## config.mk

```make
export PLATFORM = sky130hd
export DESIGN_NAME = xmodem_block_receiver
export DESIGN_NICKNAME = d
export VERILOG_FILES = /design/src/hw/rtl/xbr_pkg.sv /design/src/hw/rtl/xbr_front.sv /design/src/hw/rtl/xbr_fifo.sv /design/src/hw/rtl/xbr_back.sv /design/src/hw/rtl/xmodem_block_receiver.sv
export SDC_FILE = /design/constraint.sdc
export NUM_CORES = 1
export LEC_CHECK = 0
export ABC_AREA = 1
export BUFFER_PORTS_ARGS = -buffer_cell sky130_fd_sc_hd__buf_2
export CELL_PAD_IN_SITES_DETAIL_PLACEMENT = 1
export CELL_PAD_IN_SITES_GLOBAL_PLACEMENT = 1
export CORE_MARGIN = 4
export CORE_UTILIZATION = 40
export DETAILED_ROUTE_END_ITERATION = 6
export PLACE_DENSITY = 0.86
export SLEW_MARGIN = 10
export SYNTH_ARGS = -nofsm -noshare
export SYNTH_HDL_FRONTEND = slang
export SYNTH_SLANG_ARGS = --single-unit
```

## constraint.sdc

```tcl
create_clock -name i_clk -period 2.1 [get_ports i_clk]
set_clock_uncertainty 0.1 [all_clocks]
set_input_delay 0.63 -clock i_clk [delete_from_list [all_inputs] [get_ports i_clk]]
set_output_delay 0.63 -clock i_clk [all_outputs]
set_load 0.01 [all_outputs]
```

## src/hw/rtl/xbr_pkg.sv

```systemverilog
package xbr_pkg;

    // Link control characters
    localparam logic [7:0] CH_EOT = 8'h04;
    localparam logic [7:0] CH_ACK = 8'h06;
    localparam logic [7:0] CH_NAK = 8'h15;
    localparam logic [7:0] CH_C   = 8'h43;

    localparam logic [15:0] CRC_POLY = 16'h1021;

    // Block layout, counted from the byte after the first byte
    localparam int unsigned PAYLOAD_LEN = 128;
    localparam logic [7:0]  POS_PAYLOAD = 8'd2;
    localparam logic [7:0]  POS_TRAILER = POS_PAYLOAD + 8'(PAYLOAD_LEN);

    localparam int unsigned QUEUE_DEPTH_DEF = 2;

    localparam logic KIND_REPLY   = 1'b0;
    localparam logic KIND_PAYLOAD = 1'b1;

    typedef struct packed {
        logic       cmd;
        logic [7:0] rx_byte;
    } t_in_item;

    typedef struct packed {
        logic       out_kind;
        logic [7:0] out_byte;
        logic       transfer_done;
    } t_out_item;

    typedef enum logic [1:0] {
        PH_IDLE,
        PH_WAIT,
        PH_BLOCK,
        PH_DONE
    } t_phase;

    // Work handed from the front end to the back end
    typedef enum logic [2:0] {
        OP_START_CRC,   // send 'C', clear accumulators
        OP_START_SUM,   // send NAK, clear accumulators
        OP_OPEN,        // first byte of a block, clear accumulators
        OP_EOT,         // ACK with transfer done
        OP_PAYLOAD,     // accumulate and forward
        OP_TRAIL_HI,    // latch CRC high byte
        OP_CHK_SUM,     // checksum byte versus running sum
        OP_CHK_LATE     // last trailer byte: CRC or latched byte versus sum
    } t_op;

    typedef struct packed {
        t_op        op;
        logic       crc_mode;
        logic [7:0] data;
    } t_qentry;

    function automatic logic [15:0] crc16_byte(input logic [15:0] crc, input logic [7:0] b);
        logic [15:0] c;
        c = crc ^ {b, 8'h00};
        for (int k = 0; k < 8; k++) begin
            if (c[15]) begin
                c = {c[14:0], 1'b0} ^ CRC_POLY;
            end else begin
                c = {c[14:0], 1'b0};
            end
        end
        return c;
    endfunction

endpackage

```

## src/hw/rtl/xbr_front.sv

```systemverilog
module xbr_front (
    input  logic             i_clk,
    input  logic             i_rst_n,
    input  logic             i_in_valid,
    input  xbr_pkg::t_in_item i_in_item,
    input  logic             i_use_crc,
    input  logic             i_q_full,
    output logic             o_in_ready,
    output logic             o_push,
    output xbr_pkg::t_qentry o_entry
);
    import xbr_pkg::*;

    t_phase     r_phase, n_phase;
    logic [7:0] r_pos, n_pos;
    logic       accept;

    assign o_in_ready = !i_q_full;
    assign accept     = i_in_valid && !i_q_full;

    // next state
    always_comb begin
        n_phase = r_phase;
        n_pos   = r_pos;
        if (accept) begin
            if (!i_in_item.cmd) begin
                n_phase = PH_WAIT;
                n_pos   = '0;
            end else begin
                case (r_phase)
                    PH_WAIT: begin
                        n_phase = (i_in_item.rx_byte == CH_EOT) ? PH_DONE : PH_BLOCK;
                        n_pos   = '0;
                    end
                    PH_BLOCK: begin
                        if (r_pos < POS_TRAILER || (r_pos == POS_TRAILER && i_use_crc)) begin
                            n_pos = r_pos + 8'd1;
                        end else begin
                            n_phase = PH_WAIT;
                            n_pos   = '0;
                        end
                    end
                    default: ;
                endcase
            end
        end
    end

    // classification
    always_comb begin
        o_push        = 1'b0;
        o_entry.op    = OP_OPEN;
        o_entry.crc_mode = i_use_crc;
        o_entry.data  = i_in_item.rx_byte;
        if (accept) begin
            if (!i_in_item.cmd) begin
                o_push     = 1'b1;
                o_entry.op = i_use_crc ? OP_START_CRC : OP_START_SUM;
            end else begin
                case (r_phase)
                    PH_WAIT: begin
                        o_push     = 1'b1;
                        o_entry.op = (i_in_item.rx_byte == CH_EOT) ? OP_EOT : OP_OPEN;
                    end
                    PH_BLOCK: begin
                        if (r_pos < POS_PAYLOAD) begin
                            o_push = 1'b0;  // block number bytes
                        end else if (r_pos < POS_TRAILER) begin
                            o_push     = 1'b1;
                            o_entry.op = OP_PAYLOAD;
                        end else if (r_pos == POS_TRAILER) begin
                            o_push     = 1'b1;
                            o_entry.op = i_use_crc ? OP_TRAIL_HI : OP_CHK_SUM;
                        end else begin
                            o_push     = 1'b1;
                            o_entry.op = OP_CHK_LATE;
                        end
                    end
                    default: o_push = 1'b0;
                endcase
            end
        end
    end

    always_ff @(posedge i_clk) begin
        if (!i_rst_n) begin
            r_phase <= PH_IDLE;
            r_pos   <= '0;
        end else begin
            r_phase <= n_phase;
            r_pos   <= n_pos;
        end
    end

endmodule

```

## src/hw/rtl/xbr_fifo.sv

```systemverilog
module xbr_fifo #(
    parameter int unsigned DEPTH = xbr_pkg::QUEUE_DEPTH_DEF
) (
    input  logic             i_clk,
    input  logic             i_rst_n,
    input  logic             i_push,
    input  xbr_pkg::t_qentry i_entry,
    input  logic             i_pop,
    output logic             o_valid,
    output logic             o_full,
    output xbr_pkg::t_qentry o_entry
);
    import xbr_pkg::*;

    localparam int unsigned PW = (DEPTH > 1) ? $clog2(DEPTH) : 1;
    localparam int unsigned CW = $clog2(DEPTH + 1);
    localparam logic [PW-1:0] LAST = PW'(DEPTH - 1);

    t_qentry         r_mem [DEPTH];
    logic [PW-1:0]   r_wr, r_rd;
    logic [CW-1:0]   r_count;
    logic            do_push, do_pop;

    assign o_valid = (r_count != '0);
    assign o_full  = (r_count == CW'(DEPTH));
    assign o_entry = r_mem[r_rd];
    assign do_pop  = i_pop && o_valid;
    assign do_push = i_push && !o_full;

    always_ff @(posedge i_clk) begin
        if (do_push) begin
            r_mem[r_wr] <= i_entry;
        end
    end

    always_ff @(posedge i_clk) begin
        if (!i_rst_n) begin
            r_wr    <= '0;
            r_rd    <= '0;
            r_count <= '0;
        end else begin
            if (do_push) begin
                r_wr <= (r_wr == LAST) ? '0 : r_wr + PW'(1);
            end
            if (do_pop) begin
                r_rd <= (r_rd == LAST) ? '0 : r_rd + PW'(1);
            end
            r_count <= r_count + CW'(do_push) - CW'(do_pop);
        end
    end

endmodule

```

## src/hw/rtl/xbr_back.sv

```systemverilog
module xbr_back (
    input  logic              i_clk,
    input  logic              i_rst_n,
    input  logic              i_q_valid,
    input  xbr_pkg::t_qentry  i_entry,
    input  logic              i_out_ready,
    output logic              o_pop,
    output logic              o_out_valid,
    output xbr_pkg::t_out_item o_out_item
);
    import xbr_pkg::*;

    logic [15:0] r_crc, n_crc;
    logic [7:0]  r_sum, n_sum;
    logic [7:0]  r_hi, n_hi;
    logic        r_out_valid;
    t_out_item   r_out_item;
    logic        emit;
    t_out_item   res;
    logic        ok;

    assign o_pop       = i_q_valid && (!r_out_valid || i_out_ready);
    assign o_out_valid = r_out_valid;
    assign o_out_item  = r_out_item;

    always_comb begin
        n_crc = r_crc;
        n_sum = r_sum;
        n_hi  = r_hi;
        emit  = 1'b0;
        ok    = 1'b0;
        res.out_kind      = KIND_REPLY;
        res.out_byte      = i_entry.data;
        res.transfer_done = 1'b0;
        case (i_entry.op)
            OP_START_CRC, OP_START_SUM, OP_OPEN: begin
                n_crc = '0;
                n_sum = '0;
                n_hi  = '0;
                emit  = (i_entry.op != OP_OPEN);
                res.out_byte = (i_entry.op == OP_START_CRC) ? CH_C : CH_NAK;
            end
            OP_EOT: begin
                emit = 1'b1;
                res.out_byte      = CH_ACK;
                res.transfer_done = 1'b1;
            end
            OP_PAYLOAD: begin
                n_crc = crc16_byte(r_crc, i_entry.data);
                n_sum = r_sum + i_entry.data;
                emit  = 1'b1;
                res.out_kind = KIND_PAYLOAD;
            end
            OP_TRAIL_HI: n_hi = i_entry.data;
            OP_CHK_SUM: begin
                emit = 1'b1;
                ok   = (i_entry.data == r_sum);
                res.out_byte = ok ? CH_ACK : CH_NAK;
            end
            OP_CHK_LATE: begin
                emit = 1'b1;
                ok   = i_entry.crc_mode ? ({r_hi, i_entry.data} == r_crc) : (r_hi == r_sum);
                res.out_byte = ok ? CH_ACK : CH_NAK;
            end
            default: ;
        endcase
    end

    always_ff @(posedge i_clk) begin
        if (!i_rst_n) begin
            r_crc       <= '0;
            r_sum       <= '0;
            r_hi        <= '0;
            r_out_valid <= 1'b0;
        end else if (o_pop) begin
            r_crc       <= n_crc;
            r_sum       <= n_sum;
            r_hi        <= n_hi;
            r_out_valid <= emit;
        end else if (i_out_ready) begin
            r_out_valid <= 1'b0;
        end
    end

    always_ff @(posedge i_clk) begin
        if (o_pop && emit) begin
            r_out_item <= res;
        end
    end

endmodule

```

## src/hw/rtl/xmodem_block_receiver.sv

```systemverilog
// XMODEM block receiver, one link byte (or a start command) per input item.
// Throughput is one item per clock while o_in_ready is high: the front end
// tracks the block framing and classifies each item in the cycle it is accepted,
// the back end keeps the CRC-16 / 8-bit sum and drives a registered result.
// A small queue (QUEUE_DEPTH entries, default 2) sits between them; o_in_ready
// drops only when that queue is full, which at a depth of 2 or more happens
// only while the result consumer holds i_out_ready low. The first byte of a
// block, its block number bytes and the CRC high byte produce no result. The
// use_crc register (reset 1) is written through i_cfg_we / i_cfg_wdata and
// should be changed only with no item in flight.
module xmodem_block_receiver #(
    parameter int unsigned QUEUE_DEPTH = xbr_pkg::QUEUE_DEPTH_DEF
) (
    input  logic               i_clk,
    input  logic               i_rst_n,
    input  logic               i_in_valid,
    output logic               o_in_ready,
    input  xbr_pkg::t_in_item  i_in_item,
    output logic               o_out_valid,
    input  logic               i_out_ready,
    output xbr_pkg::t_out_item o_out_item,
    input  logic               i_cfg_we,
    input  logic               i_cfg_wdata
);
    import xbr_pkg::*;

    logic    r_use_crc;
    logic    push, q_full, q_valid, pop;
    t_qentry front_entry, q_entry;

    // Mode register
    always_ff @(posedge i_clk) begin
        if (!i_rst_n) begin
            r_use_crc <= 1'b1;
        end else if (i_cfg_we) begin
            r_use_crc <= i_cfg_wdata;
        end
    end

    // Framing and classification
    xbr_front u_front (
        .i_clk      (i_clk),
        .i_rst_n    (i_rst_n),
        .i_in_valid (i_in_valid),
        .i_in_item  (i_in_item),
        .i_use_crc  (r_use_crc),
        .i_q_full   (q_full),
        .o_in_ready (o_in_ready),
        .o_push     (push),
        .o_entry    (front_entry)
    );

    // Decoupling queue
    xbr_fifo #(
        .DEPTH (QUEUE_DEPTH)
    ) u_fifo (
        .i_clk   (i_clk),
        .i_rst_n (i_rst_n),
        .i_push  (push),
        .i_entry (front_entry),
        .i_pop   (pop),
        .o_valid (q_valid),
        .o_full  (q_full),
        .o_entry (q_entry)
    );

    // Check accumulation and result register
    xbr_back u_back (
        .i_clk       (i_clk),
        .i_rst_n     (i_rst_n),
        .i_q_valid   (q_valid),
        .i_entry     (q_entry),
        .i_out_ready (i_out_ready),
        .o_pop       (pop),
        .o_out_valid (o_out_valid),
        .o_out_item  (o_out_item)
    );

`ifndef ASSERT_OFF
    // A start command always leaves work queued for the back end
    a_start_queued: assert property (@(posedge i_clk) disable iff (!i_rst_n)
        i_in_valid && o_in_ready && !i_in_item.cmd |=> q_valid)
        else $error("start item not queued");

    // Transfer done only ever rides on an ACK reply
    a_done_is_ack: assert property (@(posedge i_clk) disable iff (!i_rst_n)
        o_out_valid && o_out_item.transfer_done |->
            o_out_item.out_kind == KIND_REPLY && o_out_item.out_byte == CH_ACK)
        else $error("transfer_done on non-ACK item");

    // Back end must not consume while a result is stalled
    a_no_pop_on_stall: assert property (@(posedge i_clk) disable iff (!i_rst_n)
        o_out_valid && !i_out_ready |-> !pop)
        else $error("queue popped under output stall");
`endif

endmodule
```

==> results by stage <==
Pwr:
- After layout, the design draws a total of 6.54 mW.
- The cell area power density is between 1000 and 1500 nW/um^2.
- The analysis attributes to cell leakage a power of 2.41 nW.
- Across the VDD grid, the largest voltage drop is 693 uV.

STA:
- At the pin with the least slew margin, the transition time is approximately 0.45 ns.
- The aggregate negative setup slack is 0 ns.
- The least setup slack across all paths after layout is ~0.084 ns.
- Derived from the worst setup path, the maximum achievable clock frequency is 496 MHz.
- The worst slew margin relative to its limit is between 70% and 80%.
- The number of failing hold endpoints at the final stage is 0.
- Setup repair after global routing could not meet its margin everywhere.
- The minimum clock period after layout is 2.02 ns.
- The setup-violating endpoint count in the final report is 0.
- The count of final max-slew check failures was 0.
- The ratio of final minimum period to clock period is between 90% and 100%.

Worst hold path:
- The worst hold path passes through 2 cells.
- The path with the worst hold slack has its endpoint at r_use_crc.
- The startpoint of the most critical hold path is i_cfg_we.
- The path class of the tightest hold or removal check is primary input to flop.

Cells and area:
- In the final layout, the multi-input gates occupy approximately 2400 um^2.
- The register area is 2010 um^2.
- 0 antenna diodes ended up in the layout.
- The post-route netlist has 15.1% of its cells at a drive strength greater than 1.
- After the flow finishes, the layout carries non-filler instances totaling 840.
- The area growth from synthesis to layout is 17.2%.
- The final net count is roughly 700.
- The fill cell instance count of the final layout is approximately 1500.
- After routing the design area is about 5500 um^2.

Setup path:
- The setup check on the worst reg-to-reg path leaves a slack of 0.08 ns.
- STA classifies the critical path endpoint as a flop.
- The worst setup path is launched from a flop.
- The type of the worst setup path is flop to flop.
- Data on the critical path is required at its endpoint by between 2 and 2.5 ns.
- The largest fanout on the critical path is 13.
- The worst-case reg-to-reg path depth is 10.
- The capture point of the worst reg-to-reg path is u_back.r_sum[6].
- The arrival time of the worst setup path is around 2.2 ns.

Floorplan:
- The initial standard-cell utilization of the core is 41.0%.
- The floorplan step defined a die boundary enclosing between 10000 and 15000 um^2.
- The die extent in y is ~120 um.
- Row generation in the floorplan step produced 39 rows.
- 27 I/O pins were placed.
- The horizontal die dimension is around 120 um.
- The total area inside the core boundary comes to around 11000 um^2.

Run status:
- The flow ran to the end, and the final reports show no timing, DRC or antenna violations.

Clock tree:
- The clock transition at the registers of the reported paths is roughly 0.06 ns.
- The H-tree generated during clock tree synthesis spans 3 levels.
- The clock passes through at most 2 buffers.
- The count of clock tree sinks is slightly above 80.
- The total of hold buffers inserted after clock tree synthesis is 0.
- The clock tree root buffer cell is sky130_fd_sc_hd__clkbuf_16.
- The later pin in the worst-skew pair is clocked with a latency of about 0.36 ns.
- The CTS tree is built.
- The number of buffers created by CTS is 9.

Synth:
- The synthesized net count is between 600 and 700.
- The simple-gate share of the synthesized area is around a third.
- The mapped netlist covers 4680 um^2.
- A synthesized cell averages between 7 and 8 um^2.
- The distinct cell type count of the synthesized netlist is 37.
- The fraction of registers with async set/reset is 0%.
- The share of the synthesized netlist area taken by xor and xnor gates is under 10%.
- During synthesis, Yosys emitted a total of 0 warnings.
- The proportion of synthesized chip area in sequential cells is a little over two fifths.
- The post-synthesis adder-cell area fraction is between 3 and 4%.
- By area, the combinational part of the netlist is dominated by simple AND/OR/NAND/NOR gates.
- For this run, the leading register cell type out of synthesis is sky130_fd_sc_hd__dfxtp_1.
- The cell count after synthesis is approximately 650.
- In this run, synthesis inferred 34 flip-flops with an integrated enable.
- The number of storage elements in the synthesis netlist is between 80 and 90.
- The portion of netlist area occupied by mux cells is 0.214%.
- The compound-gate portion of the synthesized area is about 8.2%.

Placed design:
- The total instance count after detailed placement is around 800.
- The cell area reported after detailed placement is ~5000 um^2.
- Routability-driven placement finished with a final weighted congestion of slightly below 1.
- The number of buffer cells added on primary ports is 26.
- Timing analysis after detailed placement gives a worst setup slack of -0.0630 ns.
- After legalization and detailed placement, the total HPWL measured between 10000 and 15000 um.

Drt:
- For this block, the initial DRC count from the detailed router was roughly 250.
- The number of nets with antenna violations after detailed routing is 0.
- Dividing the detail-routed wire length by the instance count gives ~17 um.
- The routed layout has around 4400 vias.
- For this block, the routed nets add up to 14100 um of wire.
- The detailed-routing iteration count for the pre-antenna-repair pass is 4.
- The DRC violations left is 0.
- Dividing the detail-routed via count by the number of cells gives between 5 and 6.

Global route:
- The pin count of the biggest net entering global routing is 25.
- The number of antenna violations at the first check in global routing came to 0.
- The number of global-route vias before repair is around 4700.
- The first global-routing pass estimated between 20000 and 25000 um of wire.
- Global routing used 22.2% of the available tracks.
- The overall overflow remaining after global route is 0.

Flow run:
- Across the run, the number of max-cap violations was 0.
[sequential cells by signal, indices dropped and copies added, names as in the netlist, named ones only]
signal	flops
r_use_crc	1
u_back.o_out_item	10
u_back.o_out_valid	1
u_back.r_crc	16
u_back.r_hi	8
u_back.r_sum	8
u_fifo.r_count	2
u_fifo.r_mem	24
u_fifo.r_rd	1
u_fifo.r_wr	1
u_front.r_phase	2
u_front.r_pos	8
[worst max-delay path by stage]
stage,cells past startpoint,slack [ns],endpoint
2_1_floorplan,11,0.004,u_back.r_sum[6]
3_3_place_gp,11,0.04,u_back.r_sum[6]
3_5_place_dp,10,-0.06,u_back.r_sum[5]
4_1_cts,10,0.03,u_back.r_sum[5]
5_1_grt,8,-0.03,u_back.o_out_item[5]
6_report,10,0.08,u_back.r_sum[6]
[worst max-delay path, cell delays in order (launching register included)]
cell                      delay, ns
sky130_fd_sc_hd__dfxtp_4       0.37
sky130_fd_sc_hd__inv_4         0.07
sky130_fd_sc_hd__nand2_1       0.10
sky130_fd_sc_hd__nand2_1       0.10
sky130_fd_sc_hd__ha_2          0.20
sky130_fd_sc_hd__fa_2          0.35
sky130_fd_sc_hd__nand4_1       0.09
sky130_fd_sc_hd__nand3_1       0.08
sky130_fd_sc_hd__or2_2         0.29
sky130_fd_sc_hd__nand3_1       0.07
sky130_fd_sc_hd__a21oi_1       0.06
[where the power goes]
part	internal, mW	total [mW]	leakage (nW)	switching [mW]
logic	0.923	2.78	1.55	1.85
clock network	0.956	1.62	0.143	0.663
registers	1.99	2.14	0.715	0.156
total	3.87	6.54	2.41	2.67
[routing by layer]
metal	up-vias	track usage [%]	share of wire (%)
met5	-	0	0
met3	23	5.70	4.0
met1	2125	24.9	40
li1	2149	-	-
met4	0	9.44	2.3
met2	83	39.8	54
[per-stage QoR]
step	utilization [%]	hold slack, ns
2_1_floorplan	-	0.325
6_report	48.0	0.378
3_5_place_dp	44.5	0.356
4_1_cts	47.3	0.369
3_3_place_gp	44.5	0.338
5_1_grt	48.0	0.382
[final cells by class]
| cell class | instances | share of cell area (%) |
|---|---|---|
| flip-flops and latches | 83 | 36.6 |
| clock buffers | 12 | 4.49 |
| clock inverters | 4 | 0.935 |
| inverters | 92 | 6.34 |
| well taps | 143 | 3.26 |
| multi-input cells | 462 | 43.3 |
| repair buffers | 44 | 5.06 |
[logic make-up after synthesis]
group | count (synthesis)
adders and majority gates | 13
muxes | 1
and+or+nand+nor | 360
xor gates and xnor gates | 19
buffers and inverters | 102
DFF | 83
AOI/OAI and AO/OA | 69
[what timing repair did]
action,in CTS,in global routing
pin swaps,0,3
setup buffers,0,1
endpoints found under the setup margin,5,9
resized for setup,2,23
gates cloned,0,0
[cell usage in the layout, fill, tap and decap left out, types with 2 or more instances in the layout]
cell type / n
sky130_fd_sc_hd__a21oi_1: 46
sky130_fd_sc_hd__nand2_2: 11
sky130_fd_sc_hd__edfxtp_1: 34
sky130_fd_sc_hd__nand2_1: 223
sky130_fd_sc_hd__nor2_2: 2
sky130_fd_sc_hd__inv_1: 87
sky130_fd_sc_hd__ha_4: 4
sky130_fd_sc_hd__buf_2: 26
sky130_fd_sc_hd__ha_1: 6
sky130_fd_sc_hd__nand4_1: 4
sky130_fd_sc_hd__xor2_1: 14
sky130_fd_sc_hd__clkbuf_1: 2
sky130_fd_sc_hd__nand3_1: 59
sky130_fd_sc_hd__inv_2: 3
sky130_fd_sc_hd__o21ai_0: 9
sky130_fd_sc_hd__nand3b_1: 2
sky130_fd_sc_hd__a21oi_2: 2
sky130_fd_sc_hd__or2_2: 6
sky130_fd_sc_hd__nor3_1: 7
sky130_fd_sc_hd__clkbuf_16: 9
sky130_fd_sc_hd__ha_2: 2
sky130_fd_sc_hd__xnor2_1: 5
sky130_fd_sc_hd__buf_4: 17
sky130_fd_sc_hd__nor2_1: 36
sky130_fd_sc_hd__a211oi_1: 2
sky130_fd_sc_hd__nand3_2: 2
sky130_fd_sc_hd__o21ai_2: 3
sky130_fd_sc_hd__dfxtp_1: 47
sky130_fd_sc_hd__nand2_4: 3
[cells in the mapped netlist (5+ instances only)]
cell type,instances,area (um^2)
sky130_fd_sc_hd__a21oi_1,47,235
sky130_fd_sc_hd__buf_6,5,56.3
sky130_fd_sc_hd__dfxtp_1,49,981
sky130_fd_sc_hd__edfxtp_1,34,1020
sky130_fd_sc_hd__ha_1,12,150
sky130_fd_sc_hd__inv_1,87,327
sky130_fd_sc_hd__nand2_1,231,867
sky130_fd_sc_hd__nand3_1,60,300
sky130_fd_sc_hd__nor2_1,37,139
sky130_fd_sc_hd__nor3_1,8,40.0
sky130_fd_sc_hd__o21ai_0,10,50.1
sky130_fd_sc_hd__or2_2,6,37.5
sky130_fd_sc_hd__xnor2_1,5,43.8
sky130_fd_sc_hd__xor2_1,14,123
Power figures use the tool's default switching activity.
